--- src/rtl/rpv_pkg.sv ---
// rpv_pkg: shared types, codes and constants for the relative path validator
// used by every module of the block; no dependencies
package rpv_pkg;

  // input transaction: one path byte plus framing flags
  typedef struct packed {
    logic [7:0] data_byte;
    logic       has_byte;
    logic       end_of_path;
  } in_t;

  // result transaction: one verdict per path
  typedef struct packed {
    logic [2:0] verdict;
    logic       path_ok;
  } out_t;

  // verdict codes
  localparam logic [2:0] VERDICT_OK        = 3'd0;
  localparam logic [2:0] VERDICT_EMPTY     = 3'd1;
  localparam logic [2:0] VERDICT_UTF8      = 3'd2;
  localparam logic [2:0] VERDICT_LAYOUT    = 3'd3;
  localparam logic [2:0] VERDICT_COMPONENT = 3'd4;
  localparam logic [2:0] VERDICT_ROOTNAME  = 3'd5;

  // special characters
  localparam logic [7:0] CH_NUL    = 8'h00;
  localparam logic [7:0] CH_SLASH  = 8'h2F;
  localparam logic [7:0] CH_BSLASH = 8'h5C;
  localparam logic [7:0] CH_COLON  = 8'h3A;
  localparam logic [7:0] CH_DOT    = 8'h2E;

  // code point limits
  localparam int         CP_W    = 21;
  localparam logic [20:0] CP_MIN2 = 21'h00080;
  localparam logic [20:0] CP_MIN3 = 21'h00800;
  localparam logic [20:0] CP_MIN4 = 21'h10000;
  localparam logic [20:0] CP_MAX  = 21'h10FFFF;
  localparam logic [20:0] SURR_LO = 21'h0D800;
  localparam logic [20:0] SURR_HI = 21'h0DFFF;

  // depth of the queue between front and back
  localparam int QDEPTH = 4;
  localparam int QPTR_W = $clog2(QDEPTH);
  localparam int QCNT_W = $clog2(QDEPTH + 1);

  // utf-8 form of one byte
  typedef enum logic [2:0] {
    UK_ASCII,
    UK_LEAD2,
    UK_LEAD3,
    UK_LEAD4,
    UK_CONT,
    UK_BAD
  } ukind_t;

  // classified byte as handed from front to back
  typedef struct packed {
    logic       has_byte;
    logic       end_of_path;
    ukind_t     kind;
    logic [5:0] bits;
    logic       is_slash;
    logic       is_bslash;
    logic       is_nul;
    logic       is_colon;
    logic       is_dot;
  } cls_t;

endpackage

--- src/rtl/rpv_front.sv ---
// rpv_front: accepts input transactions and classifies each byte
// depends on rpv_pkg
module rpv_front (
  input  rpv_pkg::in_t  item,
  input  logic          push,
  input  logic          q_full,
  output logic          q_write,
  output rpv_pkg::cls_t q_data
);
  import rpv_pkg::*;

  logic [7:0] b;

  assign b = item.data_byte;

  // items with neither byte nor end change nothing and are dropped
  assign q_write = push && !q_full && (item.has_byte || item.end_of_path);

  // byte classification
  always_comb begin
    q_data             = '0;
    q_data.has_byte    = item.has_byte;
    q_data.end_of_path = item.end_of_path;
    q_data.is_slash    = (b == CH_SLASH);
    q_data.is_bslash   = (b == CH_BSLASH);
    q_data.is_nul      = (b == CH_NUL);
    q_data.is_colon    = (b == CH_COLON);
    q_data.is_dot      = (b == CH_DOT);
    if (b[7] == 1'b0) begin
      q_data.kind = UK_ASCII;
      q_data.bits = 6'd0;
    end else if (b[7:6] == 2'b10) begin
      q_data.kind = UK_CONT;
      q_data.bits = b[5:0];
    end else if (b[7:5] == 3'b110) begin
      q_data.kind = UK_LEAD2;
      q_data.bits = {1'b0, b[4:0]};
    end else if (b[7:4] == 4'b1110) begin
      q_data.kind = UK_LEAD3;
      q_data.bits = {2'b00, b[3:0]};
    end else if (b[7:3] == 5'b11110) begin
      q_data.kind = UK_LEAD4;
      q_data.bits = {3'b000, b[2:0]};
    end else begin
      q_data.kind = UK_BAD;
      q_data.bits = 6'd0;
    end
  end

endmodule

--- src/rtl/rpv_queue.sv ---
// rpv_queue: short queue of classified bytes between front and back
// depends on rpv_pkg
module rpv_queue (
  input  logic          clk,
  input  logic          rst,
  input  logic          wr,
  input  rpv_pkg::cls_t wr_data,
  input  logic          rd,
  output rpv_pkg::cls_t rd_data,
  output logic          valid,
  output logic          full
);
  import rpv_pkg::*;

  cls_t              mem [QDEPTH];
  logic [QPTR_W-1:0] wr_ptr;
  logic [QPTR_W-1:0] rd_ptr;
  logic [QCNT_W-1:0] count;
  logic [QCNT_W-1:0] count_next;

  assign valid   = (count != '0);
  assign full    = (count == QCNT_W'(QDEPTH));
  assign rd_data = mem[rd_ptr];

  always_comb begin
    count_next = count;
    if (wr && !rd) begin
      count_next = count + QCNT_W'(1);
    end else if (rd && !wr) begin
      count_next = count - QCNT_W'(1);
    end
  end

  // pointers and fill count
  always_ff @(posedge clk) begin
    if (rst) begin
      wr_ptr <= '0;
      rd_ptr <= '0;
      count  <= '0;
    end else begin
      count <= count_next;
      if (wr) begin
        wr_ptr <= (wr_ptr == QPTR_W'(QDEPTH - 1)) ? '0 : wr_ptr + QPTR_W'(1);
      end
      if (rd) begin
        rd_ptr <= (rd_ptr == QPTR_W'(QDEPTH - 1)) ? '0 : rd_ptr + QPTR_W'(1);
      end
    end
  end

  // storage
  always_ff @(posedge clk) begin
    if (wr) begin
      mem[wr_ptr] <= wr_data;
    end
  end

endmodule

--- src/rtl/rpv_back.sv ---
// rpv_back: tracks utf-8, layout and component state and forms the verdict
// depends on rpv_pkg
module rpv_back (
  input  logic          clk,
  input  logic          rst,
  input  logic          q_valid,
  input  rpv_pkg::cls_t q_data,
  output logic          q_read,
  input  logic          pop,
  output logic          empty,
  output rpv_pkg::out_t result
);
  import rpv_pkg::*;

  logic [1:0]      pend, pend_next;
  logic [1:0]      seq_len, seq_len_next;
  logic [CP_W-1:0] pcp, pcp_next;
  logic            uerr, uerr_next;
  logic            lerr, lerr_next;
  logic            at_start, at_start_next;
  logic [1:0]      clen, clen_next;
  logic            all_dots, all_dots_next;
  logic            first_comp, first_comp_next;
  logic [2:0]      cerr, cerr_next;
  logic            out_valid;
  out_t            out_reg;
  logic [2:0]      verdict_next;
  logic [CP_W-1:0] cp;
  logic            out_space;

  // component that is empty, "." or ".."
  function automatic logic comp_bad(input logic [1:0] len, input logic dots);
    comp_bad = (len == 2'd0) || (dots && (len <= 2'd2));
  endfunction

  assign out_space = !out_valid || pop;
  assign q_read    = q_valid && out_space;
  assign empty     = !out_valid;
  assign result    = out_reg;

  // next state for one classified byte, then the verdict on an end item
  always_comb begin
    pend_next       = pend;
    seq_len_next    = seq_len;
    pcp_next        = pcp;
    uerr_next       = uerr;
    lerr_next       = lerr;
    at_start_next   = at_start;
    clen_next       = clen;
    all_dots_next   = all_dots;
    first_comp_next = first_comp;
    cerr_next       = cerr;
    verdict_next    = VERDICT_OK;
    cp              = {pcp[CP_W-7:0], q_data.bits};

    if (q_read && q_data.has_byte) begin
      // utf-8 decoder, frozen once in error
      if (!uerr) begin
        if (pend == 2'd0) begin
          unique case (q_data.kind)
            UK_ASCII: ;
            UK_LEAD2: begin
              pcp_next     = CP_W'(q_data.bits);
              seq_len_next = 2'd1;
              pend_next    = 2'd1;
            end
            UK_LEAD3: begin
              pcp_next     = CP_W'(q_data.bits);
              seq_len_next = 2'd2;
              pend_next    = 2'd2;
            end
            UK_LEAD4: begin
              pcp_next     = CP_W'(q_data.bits);
              seq_len_next = 2'd3;
              pend_next    = 2'd3;
            end
            default: uerr_next = 1'b1;
          endcase
        end else if (q_data.kind != UK_CONT) begin
          uerr_next = 1'b1;
        end else begin
          pcp_next  = cp;
          pend_next = pend - 2'd1;
          if (pend == 2'd1) begin
            // sequence complete: overlong, surrogate and range checks
            if ((seq_len == 2'd1 && cp < CP_MIN2) ||
                (seq_len == 2'd2 && cp < CP_MIN3) ||
                (seq_len == 2'd3 && cp < CP_MIN4) ||
                cp > CP_MAX || (cp >= SURR_LO && cp <= SURR_HI)) begin
              uerr_next = 1'b1;
            end
            pcp_next     = '0;
            seq_len_next = 2'd0;
          end
        end
      end

      // layout checks
      if ((at_start && q_data.is_slash) || q_data.is_bslash || q_data.is_nul) begin
        lerr_next = 1'b1;
      end
      at_start_next = 1'b0;

      // component tracking
      if (q_data.is_slash) begin
        if (cerr == VERDICT_OK && comp_bad(clen, all_dots)) begin
          cerr_next = VERDICT_COMPONENT;
        end
        clen_next       = 2'd0;
        all_dots_next   = 1'b1;
        first_comp_next = 1'b0;
      end else begin
        if (q_data.is_colon && first_comp && cerr == VERDICT_OK) begin
          cerr_next = VERDICT_ROOTNAME;
        end
        if (!q_data.is_dot) begin
          all_dots_next = 1'b0;
        end
        if (clen != 2'd3) begin
          clen_next = clen + 2'd1;
        end
      end
    end

    // verdict in priority order, then back to the start state
    if (q_read && q_data.end_of_path) begin
      if (at_start_next) begin
        verdict_next = VERDICT_EMPTY;
      end else if (uerr_next || pend_next != 2'd0) begin
        verdict_next = VERDICT_UTF8;
      end else if (lerr_next) begin
        verdict_next = VERDICT_LAYOUT;
      end else if (cerr_next == VERDICT_OK && comp_bad(clen_next, all_dots_next)) begin
        verdict_next = VERDICT_COMPONENT;
      end else begin
        verdict_next = cerr_next;
      end
      pend_next       = 2'd0;
      seq_len_next    = 2'd0;
      pcp_next        = '0;
      uerr_next       = 1'b0;
      lerr_next       = 1'b0;
      at_start_next   = 1'b1;
      clen_next       = 2'd0;
      all_dots_next   = 1'b1;
      first_comp_next = 1'b1;
      cerr_next       = VERDICT_OK;
    end
  end

  // path state
  always_ff @(posedge clk) begin
    if (rst) begin
      pend       <= 2'd0;
      seq_len    <= 2'd0;
      pcp        <= '0;
      uerr       <= 1'b0;
      lerr       <= 1'b0;
      at_start   <= 1'b1;
      clen       <= 2'd0;
      all_dots   <= 1'b1;
      first_comp <= 1'b1;
      cerr       <= VERDICT_OK;
    end else begin
      pend       <= pend_next;
      seq_len    <= seq_len_next;
      pcp        <= pcp_next;
      uerr       <= uerr_next;
      lerr       <= lerr_next;
      at_start   <= at_start_next;
      clen       <= clen_next;
      all_dots   <= all_dots_next;
      first_comp <= first_comp_next;
      cerr       <= cerr_next;
    end
  end

  // result register
  always_ff @(posedge clk) begin
    if (rst) begin
      out_valid <= 1'b0;
    end else if (q_read && q_data.end_of_path) begin
      out_valid <= 1'b1;
    end else if (pop) begin
      out_valid <= 1'b0;
    end
  end

  always_ff @(posedge clk) begin
    if (q_read && q_data.end_of_path) begin
      out_reg.verdict <= verdict_next;
      out_reg.path_ok <= (verdict_next == VERDICT_OK);
    end
  end

endmodule

--- src/rtl/relative_path_validator.sv ---
// relative_path_validator: top level, byte classifier, queue and checker back end
// depends on rpv_pkg, rpv_front, rpv_queue, rpv_back
//
// Checks one relative path per run of input transactions, one byte per
// transaction, and gives one verdict transaction on the item that carries
// end_of_path: 0 ok, 1 empty, 2 bad utf-8, 3 leading slash, backslash or
// nul, 4 empty, "." or ".." component, 5 colon in the first component.
// The block takes one transaction every clock cycle while full is low;
// the front classifies each byte and writes it to a four-entry queue, and
// the back end updates the path state for one queued byte per cycle while
// the result register has space, that single state update setting the
// rate. The verdict is registered when the back end reads the end item
// from the queue. The input side stalls (full) only when the result
// register is held by a missing pop long enough to fill the queue.
module relative_path_validator (
  input  logic          clk,
  input  logic          rst,
  input  logic          push,
  output logic          full,
  input  rpv_pkg::in_t  item,
  output logic          empty,
  input  logic          pop,
  output rpv_pkg::out_t result
);
  import rpv_pkg::*;

  logic q_write;
  logic q_read;
  logic q_valid;
  cls_t q_wdata;
  cls_t q_rdata;

  // byte classification
  rpv_front u_front (
    .item    (item),
    .push    (push),
    .q_full  (full),
    .q_write (q_write),
    .q_data  (q_wdata)
  );

  // decoupling queue
  rpv_queue u_queue (
    .clk     (clk),
    .rst     (rst),
    .wr      (q_write),
    .wr_data (q_wdata),
    .rd      (q_read),
    .rd_data (q_rdata),
    .valid   (q_valid),
    .full    (full)
  );

  // path state and verdict
  rpv_back u_back (
    .clk     (clk),
    .rst     (rst),
    .q_valid (q_valid),
    .q_data  (q_rdata),
    .q_read  (q_read),
    .pop     (pop),
    .empty   (empty),
    .result  (result)
  );

endmodule

--- config.mk ---
export PLATFORM = sky130hd
export DESIGN_NAME = relative_path_validator
export DESIGN_NICKNAME = d
export VERILOG_FILES = /design/src/rtl/rpv_pkg.sv /design/src/rtl/rpv_front.sv /design/src/rtl/rpv_queue.sv /design/src/rtl/rpv_back.sv /design/src/rtl/relative_path_validator.sv
export SDC_FILE = /design/constraint.sdc
export NUM_CORES = 1
export LEC_CHECK = 0
export ABC_CLOCK_PERIOD_IN_PS = 5200
export BUFFER_PORTS_ARGS = -buffer_cell sky130_fd_sc_hd__buf_2
export CORE_MARGIN = 2
export CORE_UTILIZATION = 45
export CTS_BUF_LIST = sky130_fd_sc_hd__clkbuf_16
export DETAILED_ROUTE_END_ITERATION = 7
export PLACE_DENSITY = 0.69
export SLEW_MARGIN = 0
export SYNTH_ARGS = -nofsm -noshare
export SYNTH_HDL_FRONTEND = slang
export SYNTH_SLANG_ARGS = --single-unit
--- constraint.sdc ---
create_clock -name clk -period 5.2 [get_ports clk]
set_input_delay 0.52 -clock clk [delete_from_list [all_inputs] [get_ports clk]]
set_output_delay 0.52 -clock clk [all_outputs]
set_load 0.02 [all_outputs]
==> flow_summary_export.csv <==
group,metric,value,unit
route,wirelength,8.52,mm
yosys,synth_edf_count,68,
floorplan,die_area,0.0113,mm^2
clocking,cts_setup_buffers,0,
floorplan,core_region_area,0.0102,mm^2
yosys,netlist_top_cells_area,"edfxtp_1 (43%), dfxtp_1 (17%), mux4_2 (4.8%)",
yosys,synth_top_family_by_area,"simple AND/OR/NAND/NOR gates",
yosys,synth-main-ff-cell,"edfxtp_1",
clocking,clockBufferDepth,2,
floorplan,pin_count,20,
run_status,outcome,"completed",
yosys,yosys.area_share.simple,15.7,%
clocking,ctsHoldBuffers,0,
setup_path,crit_path_max_incr_delay,1040,ps
route,firstDrtPassIters,4,
sta,finalCriticalPeriod,3200,ps
floorplan,core.rowCount,37,
sta,finalHoldViolCount,0,
power,power_density,524,mW/mm^2
sta,drv_slew,0,
setup_path,crit_family,"simple AND/OR/NAND/NOR gates",
global_routing,track_usage,16.6,%
setup_path,critPathMaxFanout,23,
sta,rsz0062_at_grt,"no",
yosys,synth_fp_nets,405,
layout,insertedDiodeCount,0,
power,leakage,0.00184,uW
clocking,h-tree-depth,3,
route,wire_per_inst,15.8,um
sta,finalSetupViolCount,0,
clocking,cts_buffers,9,
setup_path,crit_chain,"mux4_1 > nand3_1 > nor4_1 > nor2_1 > o211ai_1 > o32ai_2 > a211oi_2",
yosys,async_reset_ff_share,0,%
clocking,clkTransAtPathRegs,70,ps
placed_design,dpl.hpwl,5.74,mm
yosys,synth.top_cell.area_share,43.4,%
clocking,clk_latency,340,ps
layout,regArea,0.00282,mm^2
floorplan,die-height,106,um
yosys,synthCells,382,
route,routed_via_density,5.43,
placed_design,routabilityCongestion,0.909,
clocking,cts_resized,0,
route,ant_nets,0,
global_routing,grt.overflow.total,0,
yosys,ys_ff_latch,107,
sta,fin_hold_ws,410,ps
yosys,muxShareOfSynthArea,8.57,%
layout,drive_gt1_share,14.8,%
global_routing,grt_pass1_vias,2923,
sta,fmax,313,MHz
placed_design,io_buffer_count,19,
layout,multiInputGateArea,0.00174,mm^2
clocking,cts_tree,"yes",
clocking,cts_sinks,107,
floorplan,initial_utilization,46.0,%
sta,worstMarginPinSlew,1110,ps
yosys,synth_compound_area_share,9.44,%
setup_path,crit_path_start_kind,"register",
global_routing,grt_start_max_net_pins,30,
layout,final_util,50.7,%
min_path,hold_class,"in -> reg",
global_routing,antenna_found_initial,0,
power,ir_drop,0.273,mV
power,power.total,2720,uW
sta,timing.final.ws_setup,2000,ps
yosys,synthAdderAreaFrac,2.77,%
layout,fin_nets,423,
sta,fin_crit_sh,61.5,%
yosys,ys_warn_count,0,
yosys,synthesis.area,0.00470,mm^2
setup_path,end_kind,"register",
clocking,cts_root_buf,"clkbuf_16",
setup_path,slowest_stage,"dfxtp_1",
setup_path,crit_required,5390,ps
sta,tns,0,ps
sta,skew,8.41,ps
yosys,synth_cell_type_count,62,
setup_path,crit_buf_inv,0,
placed_design,dpl_worst_slack,1990,ps
layout,fillerInstances,879,
route,drtIter0Drc,193,
global_routing,grt_pass1_wl,14.5,mm
yosys,synth_area_per_cell,12.3,um^2
layout,area_delta_synth_final,10.3,%
sta,relSlewSlack,26.2,%
setup_path,crit_type,"reg -> reg",
route,drcViolationCount,0,
yosys,synth_xor_area_share,0.559,%
run,maxCapViolCount,0,
floorplan,die_w,106,um
yosys,synth_top_cell_by_area,"edfxtp_1",
route,vias,2938,
yosys,yosysSeqAreaShare,60.0,%
setup_path,worstPathArrival,3380,ps
per-layer routing:
layer / vias to the layer above / part of all wire [%] / track usage (%)
met5: - / 0 / 0
met1: 1423 / 48 / 22.8
met3: 12 / 3.4 / 3.86
met2: 50 / 47 / 26.1
met4: 0 / 1.6 / 5.92
li1: 1453 / - / -
placed cells by master (no fill, tap or decap), drive strengths merged, types with 4 or more instances in the layout:
cell type and count:
nor4 4, clkbuf 9, nand3 20, ha 8
and2 6, mux2i 8, edfxtp 68, or3 4
nor3 16, and3 7, nand2b 8, mux4 12
buf 20, o21ai 9, dfxtp 39, nor2 31
mux2 4, nand2 32, inv 21, a21oi 30
flip-flops by register name, indices dropped and copies added, names as in the netlist, named ones only:
register,flops
u_back.pcp,15
u_queue.wr_ptr,2
u_back.cerr,3
u_queue.count,3
u_back.pend,2
u_back.uerr,1
u_queue.rd_ptr,2
u_queue.mem,64
u_back.result,4
u_back.seq_len,2
u_back.first_comp,1
u_back.out_valid,1
u_back.clen,2
u_back.all_dots,1
u_back.lerr,1
u_back.at_start,1
final timing paths:
check             slack (ps)                            to                   startpoint  depth (start not counted)
setup / recovery        2000    u_back.result[0]$_DFFE_PP_                     register                          7
hold / removal           410  u_queue.mem[0][15]$_DFFE_PP_                      item[1]                          1
setup reg to reg        2000    u_back.result[0]$_DFFE_PP_                     register                          7
hold reg to reg          460   u_back.pcp[11]$_SDFFE_PP0P_  u_back.pcp[11]$_SDFFE_PP0P_                          2
synth_stat cells, types with 3 or more instances:
| master | n |
|---|---|
| nand2b_1 | 8 |
| inv_1 | 18 |
| dfxtp_1 | 39 |
| a21oi_1 | 29 |
| and3_1 | 7 |
| buf_2 | 4 |
| o21ai_0 | 8 |
| a21o_1 | 3 |
| or3_1 | 4 |
| buf_4 | 3 |
| edfxtp_1 | 68 |
| clkbuf_1 | 5 |
| nand2_1 | 32 |
| nor2_1 | 30 |
| nor3_1 | 16 |
| mux2i_1 | 8 |
| nor2b_1 | 3 |
| mux4_2 | 10 |
| ha_1 | 8 |
| and2_1 | 5 |
| nor4_1 | 4 |
| nand3_1 | 20 |
| mux2_2 | 3 |
per-stage QoR:
step | instances | area [um^2]
final | 541 | 5190
after global routing | 541 | 5190
after CTS | 541 | 5190
after detailed placement | 525 | 4900
after global placement | 525 | 4900
after floorplan | 382 | 4700
kinds of logic after synthesis:
group | count (synthesis)
AO/OA/AOI/OAI | 64
AND/OR/NAND/NOR | 143
XOR/XNOR | 3
multiplexers | 24
flip-flops | 107
buffers and inverters | 31
adder cells (fa/ha/maj) | 10
power by group:
part,switching [uW],internal (uW)
Clock,308,332
Combinational,563,381
Sequential,99.8,1030
Total,971,1740
layout make-up:
cell class | count | area share [%]
flip-flops and latches | 107 | 54.4
clock buffers | 9 | 4.34
inverters | 18 | 1.30
clock inverters | 7 | 1.16
multi-input cells | 244 | 33.5
repair buffers | 20 | 1.98
well taps | 136 | 3.28
No activity file was read; power rests on OpenSTA's default activity.
